==> config.mk <==
export PLATFORM = sky130hd
export DESIGN_NAME = lru_key_value_cache
export DESIGN_NICKNAME = d
export VERILOG_FILES = /design/src/lkv_pkg.sv /design/src/lkv_ram.sv /design/src/lkv_engine.sv /design/src/lru_key_value_cache.sv
export VERILOG_INCLUDE_DIRS = /design/src /design/src/src
export SDC_FILE = /design/constraint.sdc
export NUM_CORES = 1
export LEC_CHECK = 0
export ABC_CLOCK_PERIOD_IN_PS = 17100
export BUFFER_PORTS_ARGS = -buffer_cell sky130_fd_sc_hd__buf_2
export CORE_ASPECT_RATIO = 1.1
export CORE_UTILIZATION = 57
export CTS_CLUSTER_DIAMETER = 30
export DETAILED_ROUTE_END_ITERATION = 8
export GPL_TIMING_DRIVEN = 0
export PLACE_DENSITY_LB_ADDON = 0.3
export SLEW_MARGIN = 20
export SYNTH_ARGS = -nofsm -noshare
export SYNTH_HDL_FRONTEND = slang
export SYNTH_SLANG_ARGS = --single-unit
==> constraint.sdc <==
create_clock -name clk_i -period 17.1 [get_ports clk_i]
set_clock_uncertainty 0.05 [all_clocks]
set_input_delay 1.71 -clock clk_i [delete_from_list [all_inputs] [get_ports clk_i]]
set_output_delay 1.71 -clock clk_i [all_outputs]
set_load 0.01 [all_outputs]
==> src/assert_macros.svh <==
// Assertion macros shared by the cache RTL.
// Needs clk_i and rst_ni in the scope where a macro is used.
`ifndef ASSERT_MACROS_SVH
`define ASSERT_MACROS_SVH

// Checked on every rising edge outside reset.
`define LKV_ASSERT(name, prop, msg) \
  name: assert property (@(posedge clk_i) disable iff (!rst_ni) prop) else $error(msg);

// Checked on every rising edge, reset included.
`define LKV_ASSERT_ALWAYS(name, prop, msg) \
  name: assert property (@(posedge clk_i) prop) else $error(msg);

`endif

==> src/lkv_pkg.sv <==
// Shared types and constants for the LRU key/value cache.
// No dependencies; used by lkv_engine and lru_key_value_cache.
package lkv_pkg;

  // Number of entries in the cache storage.
  localparam int MAX_ENTRIES = 16;
  localparam int IDX_W       = (MAX_ENTRIES > 1) ? $clog2(MAX_ENTRIES) : 1;
  localparam int CNT_W       = $clog2(MAX_ENTRIES + 1);
  localparam int RANK_W      = IDX_W;
  localparam int DATA_W      = 32;
  localparam int CAP_W       = 5;
  localparam int CMP_W       = (CNT_W > CAP_W) ? CNT_W : CAP_W;

  localparam logic [CAP_W-1:0]  CAP_RESET  = CAP_W'(16);
  localparam logic [DATA_W-1:0] MISS_VALUE = '1;

  // Operation codes.
  localparam logic OP_GET = 1'b0;
  localparam logic OP_SET = 1'b1;

  typedef struct packed {
    logic              op;
    logic [DATA_W-1:0] key;
    logic [DATA_W-1:0] value;
  } req_t;

  typedef struct packed {
    logic              hit;
    logic [DATA_W-1:0] read_value;
    logic              evicted;
  } res_t;

  // One stored entry: key, value and recency rank (0 = most recent).
  typedef struct packed {
    logic [RANK_W-1:0] rank;
    logic [DATA_W-1:0] value;
    logic [DATA_W-1:0] key;
  } entry_t;

endpackage

==> src/lkv_ram.sv <==
// Generic single-port-write, single-port-read RAM with registered read data.
// No dependencies.
module lkv_ram #(
  parameter int WIDTH = 8,
  parameter int DEPTH = 16,
  parameter int AW    = (DEPTH > 1) ? $clog2(DEPTH) : 1
) (
  input  logic             clk_i,
  input  logic             wr_en_i,
  input  logic [AW-1:0]    wr_addr_i,
  input  logic [WIDTH-1:0] wr_data_i,
  input  logic             rd_en_i,
  input  logic [AW-1:0]    rd_addr_i,
  output logic [WIDTH-1:0] rd_data_o
);

  logic [WIDTH-1:0] mem_q [DEPTH];

  // Write port.
  always_ff @(posedge clk_i) begin
    if (wr_en_i) begin
      mem_q[wr_addr_i] <= wr_data_i;
    end
  end

  // Read port, registered.
  always_ff @(posedge clk_i) begin
    if (rd_en_i) begin
      rd_data_o <= mem_q[rd_addr_i];
    end
  end

endmodule

==> src/lkv_engine.sv <==
// Lookup and replacement engine: scans the entry RAM, decides, then rewrites ranks.
// Depends on lkv_pkg, lkv_ram and assert_macros.svh.
`include "assert_macros.svh"

module lkv_engine (
  input  logic                  clk_i,
  input  logic                  rst_ni,
  input  logic [lkv_pkg::CAP_W-1:0] cap_i,
  input  logic                  req_valid_i,
  output logic                  req_ready_o,
  input  lkv_pkg::req_t         req_i,
  output logic                  res_valid_o,
  input  logic                  res_ready_i,
  output lkv_pkg::res_t         res_o
);
  import lkv_pkg::*;

  typedef enum logic [4:0] {
    S_IDLE   = 5'b00001,
    S_SCAN   = 5'b00010,
    S_DECIDE = 5'b00100,
    S_UPD    = 5'b01000,
    S_DONE   = 5'b10000
  } state_e;

  state_e               state_q, state_d;
  logic [CNT_W-1:0]     cnt_q, cnt_d;
  logic                 pend_q, pend_d;
  logic [IDX_W-1:0]     pend_idx_q, pend_idx_d;
  logic [MAX_ENTRIES-1:0] valid_q, valid_d;
  logic [CNT_W-1:0]     occ_q, occ_d;
  logic                 found_q, found_d;
  logic                 have_old_q, have_old_d;

  logic                 op_q, op_d;
  logic [DATA_W-1:0]    key_q, key_d;
  logic [DATA_W-1:0]    val_q, val_d;
  logic [IDX_W-1:0]     found_idx_q, found_idx_d;
  logic [RANK_W-1:0]    found_rank_q, found_rank_d;
  logic [DATA_W-1:0]    found_val_q, found_val_d;
  logic [IDX_W-1:0]     old_idx_q, old_idx_d;
  logic [RANK_W-1:0]    old_rank_q, old_rank_d;
  logic [IDX_W-1:0]     tgt_idx_q, tgt_idx_d;
  logic [RANK_W-1:0]    thr_q, thr_d;
  logic [DATA_W-1:0]    new_val_q, new_val_d;
  res_t                 res_q, res_d;

  logic                 rd_en;
  logic                 wr_en;
  logic [IDX_W-1:0]     rd_addr;
  entry_t               wr_entry;
  entry_t               rd_entry;
  logic                 fill_ok;
  logic [CMP_W-1:0]     occ_x;
  logic [CMP_W-1:0]     cap_x;

  // Entry storage.
  lkv_ram #(
    .WIDTH($bits(entry_t)),
    .DEPTH(MAX_ENTRIES)
  ) u_ram (
    .clk_i    (clk_i),
    .wr_en_i  (wr_en),
    .wr_addr_i(pend_idx_q),
    .wr_data_i(wr_entry),
    .rd_en_i  (rd_en),
    .rd_addr_i(rd_addr),
    .rd_data_o(rd_entry)
  );

  // A free entry may be filled while occupancy is below the clamped capacity.
  assign occ_x   = CMP_W'(occ_q);
  assign cap_x   = CMP_W'(cap_i);
  assign fill_ok = (occ_q < CNT_W'(MAX_ENTRIES)) &&
                   ((occ_x < cap_x) || ((cap_i == '0) && (occ_q == '0)));

  assign rd_addr     = cnt_q[IDX_W-1:0];
  assign req_ready_o = (state_q == S_IDLE);
  assign res_valid_o = (state_q == S_DONE);
  assign res_o       = res_q;

  // Sequencing, scan bookkeeping and the read-modify-write pass.
  always_comb begin
    state_d      = state_q;
    cnt_d        = cnt_q;
    pend_d       = 1'b0;
    pend_idx_d   = rd_addr;
    valid_d      = valid_q;
    occ_d        = occ_q;
    found_d      = found_q;
    have_old_d   = have_old_q;
    op_d         = op_q;
    key_d        = key_q;
    val_d        = val_q;
    found_idx_d  = found_idx_q;
    found_rank_d = found_rank_q;
    found_val_d  = found_val_q;
    old_idx_d    = old_idx_q;
    old_rank_d   = old_rank_q;
    tgt_idx_d    = tgt_idx_q;
    thr_d        = thr_q;
    new_val_d    = new_val_q;
    res_d        = res_q;
    rd_en        = 1'b0;
    wr_en        = 1'b0;
    wr_entry     = rd_entry;

    case (state_q)
      S_IDLE: begin
        if (req_valid_i) begin
          op_d       = req_i.op;
          key_d      = req_i.key;
          val_d      = req_i.value;
          found_d    = 1'b0;
          have_old_d = 1'b0;
          cnt_d      = '0;
          state_d    = S_SCAN;
        end
      end

      S_SCAN: begin
        // Issue one read a cycle; examine the entry read in the cycle before.
        if (cnt_q < CNT_W'(MAX_ENTRIES)) begin
          rd_en  = 1'b1;
          pend_d = 1'b1;
          cnt_d  = cnt_q + CNT_W'(1);
        end
        if (pend_q && valid_q[pend_idx_q]) begin
          if (!found_q && (rd_entry.key == key_q)) begin
            found_d      = 1'b1;
            found_idx_d  = pend_idx_q;
            found_rank_d = rd_entry.rank;
            found_val_d  = rd_entry.value;
          end
          if (!have_old_q || (rd_entry.rank >= old_rank_q)) begin
            have_old_d = 1'b1;
            old_idx_d  = pend_idx_q;
            old_rank_d = rd_entry.rank;
          end
        end
        if (cnt_q == CNT_W'(MAX_ENTRIES)) begin
          state_d = S_DECIDE;
        end
      end

      S_DECIDE: begin
        res_d.hit        = found_q;
        res_d.evicted    = 1'b0;
        res_d.read_value = MISS_VALUE;
        cnt_d            = '0;
        state_d          = S_UPD;
        if (op_q == OP_GET) begin
          tgt_idx_d = found_idx_q;
          thr_d     = found_rank_q;
          new_val_d = found_val_q;
          if (found_q) begin
            res_d.read_value = found_val_q;
          end else begin
            state_d = S_DONE;
          end
        end else begin
          res_d.read_value = val_q;
          new_val_d        = val_q;
          if (found_q) begin
            tgt_idx_d = found_idx_q;
            thr_d     = found_rank_q;
          end else if (fill_ok) begin
            tgt_idx_d = occ_q[IDX_W-1:0];
            thr_d     = occ_q[RANK_W-1:0];
            valid_d[occ_q[IDX_W-1:0]] = 1'b1;
            occ_d     = occ_q + CNT_W'(1);
          end else begin
            tgt_idx_d     = old_idx_q;
            thr_d         = old_rank_q;
            res_d.evicted = 1'b1;
          end
        end
      end

      S_UPD: begin
        // Target becomes most recent; younger valid entries age by one.
        if (cnt_q < CNT_W'(MAX_ENTRIES)) begin
          rd_en  = 1'b1;
          pend_d = 1'b1;
          cnt_d  = cnt_q + CNT_W'(1);
        end
        if (pend_q) begin
          if (pend_idx_q == tgt_idx_q) begin
            wr_en          = 1'b1;
            wr_entry.key   = key_q;
            wr_entry.value = new_val_q;
            wr_entry.rank  = '0;
          end else if (valid_q[pend_idx_q] && (rd_entry.rank < thr_q)) begin
            wr_en         = 1'b1;
            wr_entry.rank = rd_entry.rank + RANK_W'(1);
          end
        end
        if (cnt_q == CNT_W'(MAX_ENTRIES)) begin
          state_d = S_DONE;
        end
      end

      S_DONE: begin
        if (res_ready_i) begin
          state_d = S_IDLE;
        end
      end

      default: begin
        state_d = S_IDLE;
      end
    endcase
  end

  // Control state.
  always_ff @(posedge clk_i or negedge rst_ni) begin
    if (!rst_ni) begin
      state_q    <= S_IDLE;
      cnt_q      <= '0;
      pend_q     <= 1'b0;
      valid_q    <= '0;
      occ_q      <= '0;
      found_q    <= 1'b0;
      have_old_q <= 1'b0;
    end else begin
      state_q    <= state_d;
      cnt_q      <= cnt_d;
      pend_q     <= pend_d;
      valid_q    <= valid_d;
      occ_q      <= occ_d;
      found_q    <= found_d;
      have_old_q <= have_old_d;
    end
  end

  // Payload registers.
  always_ff @(posedge clk_i) begin
    pend_idx_q   <= pend_idx_d;
    op_q         <= op_d;
    key_q        <= key_d;
    val_q        <= val_d;
    found_idx_q  <= found_idx_d;
    found_rank_q <= found_rank_d;
    found_val_q  <= found_val_d;
    old_idx_q    <= old_idx_d;
    old_rank_q   <= old_rank_d;
    tgt_idx_q    <= tgt_idx_d;
    thr_q        <= thr_d;
    new_val_q    <= new_val_d;
    res_q        <= res_d;
  end

  // Valid entries always form a prefix counted by the occupancy register.
  `LKV_ASSERT(a_occ_matches_valid, ($countones(valid_q) == occ_q), "occupancy mismatch")
  `LKV_ASSERT(a_occ_bound, (occ_q <= CNT_W'(MAX_ENTRIES)), "occupancy above depth")
  // The write-back never lands on the entry being read in the same cycle.
  `LKV_ASSERT(a_no_rw_clash, (wr_en && rd_en |-> pend_idx_q != rd_addr), "RAM read/write clash")
  // Eviction only ever picks an entry that the scan saw as valid.
  `LKV_ASSERT(a_evict_has_victim, ((state_q == S_DECIDE) && (op_q == OP_SET) && !found_q && !fill_ok |-> have_old_q), "eviction without victim")

endmodule

==> src/lru_key_value_cache.sv <==
// Fully associative LRU key/value cache, top level.
// Depends on lkv_pkg and lkv_engine (which uses lkv_ram).
//
// Usage:
//   Requests arrive on the s_axis channel: tuser[0] is the opcode (0 = get,
//   1 = set), tdata[31:0] the key and tdata[63:32] the value to store.
//   Each request gives exactly one result on m_axis: tdata is the read value
//   (stored value on a get hit, all ones on a get miss, the written value on
//   a set), tuser[0] the hit flag and tuser[1] the eviction flag.
//   The cfg channel writes the capacity in use (5 bits, 0 acts as 1, values
//   above the storage depth act as the depth); it is always ready and is to
//   be written only while no request is in progress.
// Timing:
//   All entries sit in one RAM with registered read data. A request scans
//   the RAM one entry a cycle, decides, then, except on a get miss, makes a
//   second read-modify-write pass over the RAM to update recency ranks.
//   One request at a time: the next is taken only once the engine has handed
//   the previous result to the output register.
// Reset and stall:
//   Reset empties the cache and sets the capacity to 16. A result waits in the
//   output register while m_axis_tready is low; the next request is still
//   taken and processed, and holds at its end until the register is free.
module lru_key_value_cache (
  input  logic                      clk_i,
  input  logic                      rst_ni,
  // Configuration write channel.
  input  logic                      cfg_valid_i,
  output logic                      cfg_ready_o,
  input  logic [lkv_pkg::CAP_W-1:0] cfg_data_i,   // capacity_in_use
  // Request stream.
  input  logic                      s_axis_tvalid,
  output logic                      s_axis_tready,
  input  logic [63:0]               s_axis_tdata,  // [31:0] lookup_key, [63:32] write_value
  input  logic [0:0]                s_axis_tuser,  // [0] opcode
  // Result stream.
  output logic                      m_axis_tvalid,
  input  logic                      m_axis_tready,
  output logic [31:0]               m_axis_tdata,  // [31:0] read_value
  output logic [1:0]                m_axis_tuser   // [0] hit, [1] evicted
);
  import lkv_pkg::*;

  logic [CAP_W-1:0] cap_q;
  logic             out_valid_q;
  res_t             out_q;
  req_t             req;
  res_t             res;
  logic             res_valid;
  logic             res_ready;

  // Capacity register.
  assign cfg_ready_o = 1'b1;

  always_ff @(posedge clk_i or negedge rst_ni) begin
    if (!rst_ni) begin
      cap_q <= CAP_RESET;
    end else if (cfg_valid_i) begin
      cap_q <= cfg_data_i;
    end
  end

  // Unpack the request.
  assign req.op    = s_axis_tuser[0];
  assign req.key   = s_axis_tdata[31:0];
  assign req.value = s_axis_tdata[63:32];

  lkv_engine u_engine (
    .clk_i      (clk_i),
    .rst_ni     (rst_ni),
    .cap_i      (cap_q),
    .req_valid_i(s_axis_tvalid),
    .req_ready_o(s_axis_tready),
    .req_i      (req),
    .res_valid_o(res_valid),
    .res_ready_i(res_ready),
    .res_o      (res)
  );

  // Output register: loads when empty or when its result transfers.
  assign res_ready = !out_valid_q || m_axis_tready;

  always_ff @(posedge clk_i or negedge rst_ni) begin
    if (!rst_ni) begin
      out_valid_q <= 1'b0;
    end else if (res_ready) begin
      out_valid_q <= res_valid;
    end
  end

  always_ff @(posedge clk_i) begin
    if (res_ready && res_valid) begin
      out_q <= res;
    end
  end

  assign m_axis_tvalid   = out_valid_q;
  assign m_axis_tdata    = out_q.read_value;
  assign m_axis_tuser[0] = out_q.hit;
  assign m_axis_tuser[1] = out_q.evicted;

endmodule

Yosys cells after proc, flatten, opt, wreduce, memory -nomap -nowiden
Memories as Yosys holds them, arrays and structs flattened. A register that Yosys moved wholly into a read port is not among the register bits.
Cells that the tools add are included.
Storage, ports and cells
  flip-flop bits (word level): 265
  bits in writable memories: 1088
  input bits: 75
  output and inout port bits: 37
  word-level logic and storage cells: 129
  memories kept: 1
Memories
  u_engine.u_ram.mem_q: depth 16, bits a word 68, read ports 1, clocked after Yosys merged registers in 1, wr ports 1, line lkv_ram.sv:17  | logic [WIDTH-1:0] mem_q [DEPTH];
Operators by class
  add/sub/neg operators: 3
  order comparisons: 8
  eq/ne operators: 16
  muxes and demuxes: 44
  bitwise logic cells: 3
  reduce and logical (&&, ||, !) cells: 27
Operator list (count)
  68-bit 2-to-1 mux: 2
  32-bit 2-to-1 mux: 3
  64-bit 2-to-1 mux: 1
  5-bit 2-to-1 mux: 8
  32-bit equality test: 1
  4-bit 2-to-1 mux: 8
  5-bit one-hot mux with 5 select lines: 1
  1-bit 2-to-1 mux: 16
  16-bit bitwise OR: 1
  4-bit AND reduction: 4
  5-bit one-hot mux with 3 select lines: 1
  2-bit by 1-bit != test with 1-bit output (second input constant): 7
  5-bit by 1-bit adder with 5-bit output (second input constant): 2
  5-bit equality test (second input constant): 2
  5-bit logical NOT: 2
  4-bit by 5-bit < comparator with 1-bit output (second input constant): 2
  5-bit < comparator (second input constant): 2
  3-bit AND reduction: 3
  1-bit logical AND: 7
  5-bit by 1-bit equality test with 1-bit output (second input constant): 1
  5-bit by 2-bit equality test with 1-bit output (second input constant): 1
  5-bit by 3-bit equality test with 1-bit output (second input constant): 1
  5-bit by 4-bit equality test with 1-bit output (second input constant): 1
  5-bit < comparator: 1
  other kinds (16): 23

Longest topological paths before layout
  word-level depth: 9
  mapped depth: 9
  gate-level depth less buffers: 7

Modules after synthesis
A second synthesis with hierarchy kept.
Second synthesis, totals
  cell total of the unflattened synthesis: 2432
  area total of the unflattened synthesis: 53737.8 sq um
Modules (own cells, without submodules)
  lkv_ram: times used 1, cells each 1750, area each 42660.9 sq um, sequential area each 34713.3 sq um
  lkv_engine: times used 1, cells each 632, area each 9818.2 sq um, sequential area each 6547.5 sq um
  lru_key_value_cache: times used 1, cells each 50, area each 1258.7 sq um, sequential area each 1172.4 sq um

Least setup slack after synthesis
Ideal clock, no wire load.
  kind: reg-to-reg
  start point: register u_engine.pend_idx_q[3]
  end point: memory u_engine.u_ram.mem_q[13][0] in the netlist's numbering, enable pin
  setup time: 0.596 ns
  arrival time: 6.574 ns
  path slack: 9.881 ns
  stages on the path, launching flop included: 8
  cells stage by stage: dfxtp_1 clkbuf_1 xor2_1 nor4_2 nand3_1 buf_2 buf_2 a211oi_1
Between the ends
  cells in the longest elaborated chain, start to end: 9
RTL lines
  start: declaration: line lkv_engine.sv:29  | logic [IDX_W-1:0] pend_idx_q, pend_idx_d;
  start signal: assignment: line lkv_engine.sv:238  | pend_idx_q <= pend_idx_d;
  1-bit binary-select mux with 4-bit select: line lkv_engine.sv:193  | end else if (valid_q[pend_idx_q] && (rd_entry.rank < thr_q)) begin
  1-bit 2-to-1 mux (not written as such): line lkv_engine.sv:193
  1-bit logical AND: line lkv_engine.sv:193
  1-bit 2-to-1 mux: line lkv_engine.sv:193
  1-bit 2-to-1 mux: line lkv_engine.sv:188  | if (pend_idx_q == tgt_idx_q) begin
  1-bit 2-to-1 mux: line lkv_engine.sv:187  | if (pend_q) begin
  1-bit 2-to-1 mux: line lkv_engine.sv:108  | case (state_q)
  1-bit 2-to-1 mux: line lkv_ram.sv:21  | if (wr_en_i) begin
  1-bit 2-to-1 mux (not written as such): line lkv_ram.sv:22  | mem_q[wr_addr_i] <= wr_data_i;
  end: declaration: line lkv_ram.sv:17
Parallel ways exist; a longest one is shown, timed or not. The select of a mux whose other input is x is not followed.

Worst setup path in the final report
  start point: register u_engine.pend_idx_q[3]
  end point: memory u_engine.u_ram.mem_q[15][3] in the netlist's numbering, enable pin
Same word-level chain as after synthesis.

==> summary.md <==
| Metric | Value |
|---|---|
| Status | complete, no violations |
| Worst Hold Class | flip-flop to flip-flop |
| Area of the multi-input gates | about 11000 µm² |
| Number of placed I/O pins | between 100 and 150 |
| Fraction of post-synthesis cell area in the top cell type by area | 0.7666 |
| Portion of the clock cycle consumed by the worst path in the final layout | 0.3244 |
| Library cell contributing the largest single delay on the critical path | sky130_fd_sc_hd__nand3_1 |
| Clock transition at the registers of the reported paths | about 0.05 ns |
| Number of levels the H-tree was split into | 4 |
| Peak clock frequency supported by timing | ~180 MHz |
| Post-synthesis instance total | around 2300 |
| Total vias in the final route | about 27000 |
| Number of gates resized after CTS | 0 |
| WP data required | ~18 ns |
| Share of final-layout standard cells stronger than drive strength 1 | 0.3974 |
| Critical path arrival | between 5 and 6 ns |
| Static leakage power | between 20 and 25 nW |
| DRC marker count from the first detailed-route iteration | 3253 |
| Final cell count without fillers | approximately 4200 |
| Transition at the pin with the smallest max-transition slack | 1.223 ns |
| Flip-flop cell with the highest count after synthesis | sky130_fd_sc_hd__edfxtp_1 |
| Most common cell type on the critical path | sky130_fd_sc_hd__buf_6 |
| Post-synth EDFFs | roughly 1400 |
| Share of the synthesized area in compound gates (AO/OA/AOI/OAI) | 0.01315 |
| Syn_nets | 2385 |
| Die area | around 96000 µm² |
| Global route total overflow | 0 |
| Worst IR drop on VDD | ~0.13 mV |
| Leading cell types by count after synthesis | sky130_fd_sc_hd__edfxtp_1, sky130_fd_sc_hd__mux4_2, sky130_fd_sc_hd__mux2_2, sky130_fd_sc_hd__clkbuf_1, sky130_fd_sc_hd__nand2b_1 |
| Area Overhead vs Synth | 22.54% |
| Routed wire length | around 140 mm |
| Ranking of synthesized cells by area | sky130_fd_sc_hd__edfxtp_1, sky130_fd_sc_hd__mux4_2, sky130_fd_sc_hd__mux2_2 |
| Largest fanout on the critical path | 10 |
| Number of different library cells in the post-synthesis netlist | between 50 and 60 |
| Pwr Total | 10.91 mW |
| Hold violation count in the final report | 0 |
| Detailed-routing iteration count for the pre-antenna-repair pass | 7 |
| CTS Root Cell | sky130_fd_sc_hd__clkbuf_16 |
| Kind of cell with the highest combined delay on the critical path | buffers and inverters |
| Wire length of the first global-routing pass | 201.3 mm |
| Count of final max-slew check failures | 0 |
| Finished layout cell area | ~66000 µm² |
| Post-placement worst setup slack | around 12 ns |
| Fillers | between 5000 and 6000 |
| Async SR Flop Fraction | 0.02815 |
| Number of buffers inserted by hold repair at cts | 0 |
| Worst-case clock buffer depth | 3 |
| Tightest slew margin relative to the limit | 0.1617 |
| Initial Util | 0.5793 |
| Count of synthesis-stage warnings from yosys | 0 |
| Max stage delay on crit path | 1.01 ns |
| Rows | between 100 and 150 |
| Number of clock sinks seen by CTS | around 1400 |
| Setup repair after global routing missed its margin | false |
| Gr busiest metal | met2 |
| Time the worst path needs with I/O delays and setup | 5.547 ns |
| Hpwl dp | approximately 83 mm |
| Register bit total from synthesis | around 1400 |
| Antenna viol nets, final | 0 |
| Count leader, synth | sky130_fd_sc_hd__edfxtp_1 |
| Share of the yosys chip area belonging to registers | 0.7867 |
| Setup Fix Bufs, Post-CTS | 0 |
| Number of global-route vias before repair | just under 30000 |
| Placeable core region | between 90000 and 100000 µm² |
| Final weighted congestion in routability-driven placement | between 0.7 and 0.8 |
| # DRC | 0 |
| Critical path capture point type | flip-flop |
| Fraction of synthesized area in multiplexers | 0.1646 |
| Register-to-register path setup slack | between 10 and 15 ns |
| Setup violators final | 0 |
| XOR/XNOR share of the synthesized area | 0.006657 |
| Cell-by-cell trace of the critical path | clkbuf_1 -> xor2_1 -> nor4_2 -> nand3_1 -> buf_2 -> buf_2 -> a211oi_4 -> buf_6 -> buf_6 -> buf_8 -> buf_6 |
| Average instance area after synthesis | roughly 24 µm² |
| Total track usage | 0.3003 |
| Avg WL per Cell | between 30 and 40 µm |
| Initial antenna violation count | 2 |
| Worst-skew pair later-pin latency | ~0.82 ns |
| Met3 GRT Util | 0.06541 |
| Most area-hungry cell type in the Yosys netlist | sky130_fd_sc_hd__edfxtp_1 |
| CTS buffer count | between 200 and 250 |
| Count of nets after finishing | 2869 |
| Worst Setup Start Kind | flip-flop |
| Pin count of the biggest net entering global routing | approximately 50 |
| GRT met2 Usage | 0.5216 |
| Die width | 295.3 µm |
| Arithmetic-cell share of the synthesized area counting full adders, half adders and majority gates | 0.004175 |
| Placed Instance Area | ~58000 µm² |
| Mean number of vias per cell | 6.500 |
| Die extent in y | about 320 µm |
| Max-capacitance violation count | 0 |
| FF+latch area | about 42000 µm² |
| Simple-Gate Fraction of Synth Area | 0.01373 |
| Setup ws final | 11.55 ns |
| Cell area power density | 165.1 nW/µm² |
| Combinational family with the most area after synthesis | multiplexers |
| Netlist Area Pre-Place | ~54000 µm² |
| Worst path buffer plus inverter count | 7 |
| Number of input and output port buffers inserted | ~110 |
| Number of cells after detailed placement | about 3800 |
| Kind of critical path | flip-flop to flip-flop |
| GR Layer Usage met1 | 0.3557 |
| CTS tree | yes |
| Total Neg Setup Slack | 0 ns |
-- kinds of logic after synthesis --
kind of cell	after synthesis
xor+xnor	41
compound gates	94
simple gates	134
other cells	1
mux	447
buf+inv	136
flops	1421
fa+ha+maj	18
-- routing by layer --
layer / routed length, µm / up-vias
met5: 0 / -
met4: 6419 / 0
met3: 12110 / 398
met2: 74190 / 1896
met1: 47600 / 14410
li1: - / 10740
-- through the flow --
step | util | hold slack (ns)
global route | 0.7099 | 0.3336
CTS | 0.7096 | 0.3216
detailed placement | 0.6236 | 0.3140
finish | 0.7099 | 0.3284
global placement | 0.6020 | 0.3080
floorplan | - | 0.2954
-- power by group --
| part | internal, mW | leakage, nW | switching [mW] |
|---|---|---|---|
| clock network | 3.03 | 3.85 | 1.73 |
| registers | 4.22 | 13.0 | 0.0953 |
| logic | 0.772 | 4.89 | 1.06 |
-- final cells by class --
type / count / area share
flip-flops and latches: 1421 / 0.6420
clock inverters: 182 / 0.03551
repair buffers: 259 / 0.03527
clock buffers: 239 / 0.08566
well taps: 1249 / 0.02364
diodes: 1 / 0.00003786
inverters: 24 / 0.001401
multi-input cells: 735 / 0.1686
plain buffers: 112 / 0.007856
-- worst paths after layout --
check	start	end	cells past startpoint
worst max-delay path	u_engine.pend_idx_q[3]$_DFF_P_	u_engine.u_ram.mem_q[15][3]$_DFFE_PP_	11
worst max register to register	u_engine.pend_idx_q[3]$_DFF_P_	u_engine.u_ram.mem_q[15][3]$_DFFE_PP_	11
min in group asynchronous	rst_ni	cap_q[0]$_DFFE_PN0P_	1
max in group asynchronous	rst_ni	u_engine.pend_q$_DFF_PN0_	1
worst min register to register	u_engine.cnt_q[2]$_DFFE_PN0P_	u_engine.pend_idx_q[2]$_DFF_P_	0
worst min-delay path	u_engine.cnt_q[2]$_DFFE_PN0P_	u_engine.pend_idx_q[2]$_DFF_P_	0
-- worst register-to-register path, stage by stage (launching register included) --
cell and delay [ns]:
sky130_fd_sc_hd__dfxtp_1 0.37, sky130_fd_sc_hd__clkbuf_1 0.41, sky130_fd_sc_hd__xor2_1 0.15, sky130_fd_sc_hd__nor4_2 0.47, sky130_fd_sc_hd__nand3_1 1.01, sky130_fd_sc_hd__buf_2 0.61
sky130_fd_sc_hd__buf_2 0.32, sky130_fd_sc_hd__a211oi_4 0.91, sky130_fd_sc_hd__buf_6 0.29, sky130_fd_sc_hd__buf_6 0.22, sky130_fd_sc_hd__buf_8 0.20, sky130_fd_sc_hd__buf_6 0.21
-- state kept, by name (all words and copies together), names as in the netlist, 2 cells and up --
| signal | count |
|---|---|
| u_engine.valid_q | 16 |
| u_engine.new_val_q | 32 |
| u_engine.cnt_q | 5 |
| u_engine.found_val_q | 32 |
| u_engine.occ_q | 5 |
| u_engine.state_q | 5 |
| u_engine.found_rank_q | 4 |
| u_engine.found_idx_q | 4 |
| u_engine.tgt_idx_q | 4 |
| u_engine.res_o | 34 |
| m_axis_tdata | 32 |
| u_engine.key_q | 32 |
| u_engine.pend_idx_q | 4 |
| cap_q | 5 |
| u_engine.u_ram.rd_data_o | 68 |
| u_engine.val_q | 32 |
| u_engine.u_ram.mem_q | 1088 |
| u_engine.old_idx_q | 4 |
| m_axis_tuser | 2 |
| u_engine.thr_q | 4 |
| u_engine.old_rank_q | 4 |
-- placed cells by master, fill, tap and decap left out, drive strengths merged, types with 22 or more instances in the layout --
cell | Yosys | routed
buf | 57 | 310
bufinv | 0 | 39
clkbuf | 55 | 300
clkinv | 0 | 78
clkinvlp | 0 | 23
dfrtp | 38 | 38
edfxtp | 1377 | 1377
inv | 24 | 66
mux2 | 98 | 98
mux4 | 342 | 342
nand2b | 42 | 42
nor2 | 22 | 22
xnor2 | 33 | 33
Note: power is estimated with default switching activity, not from simulation.
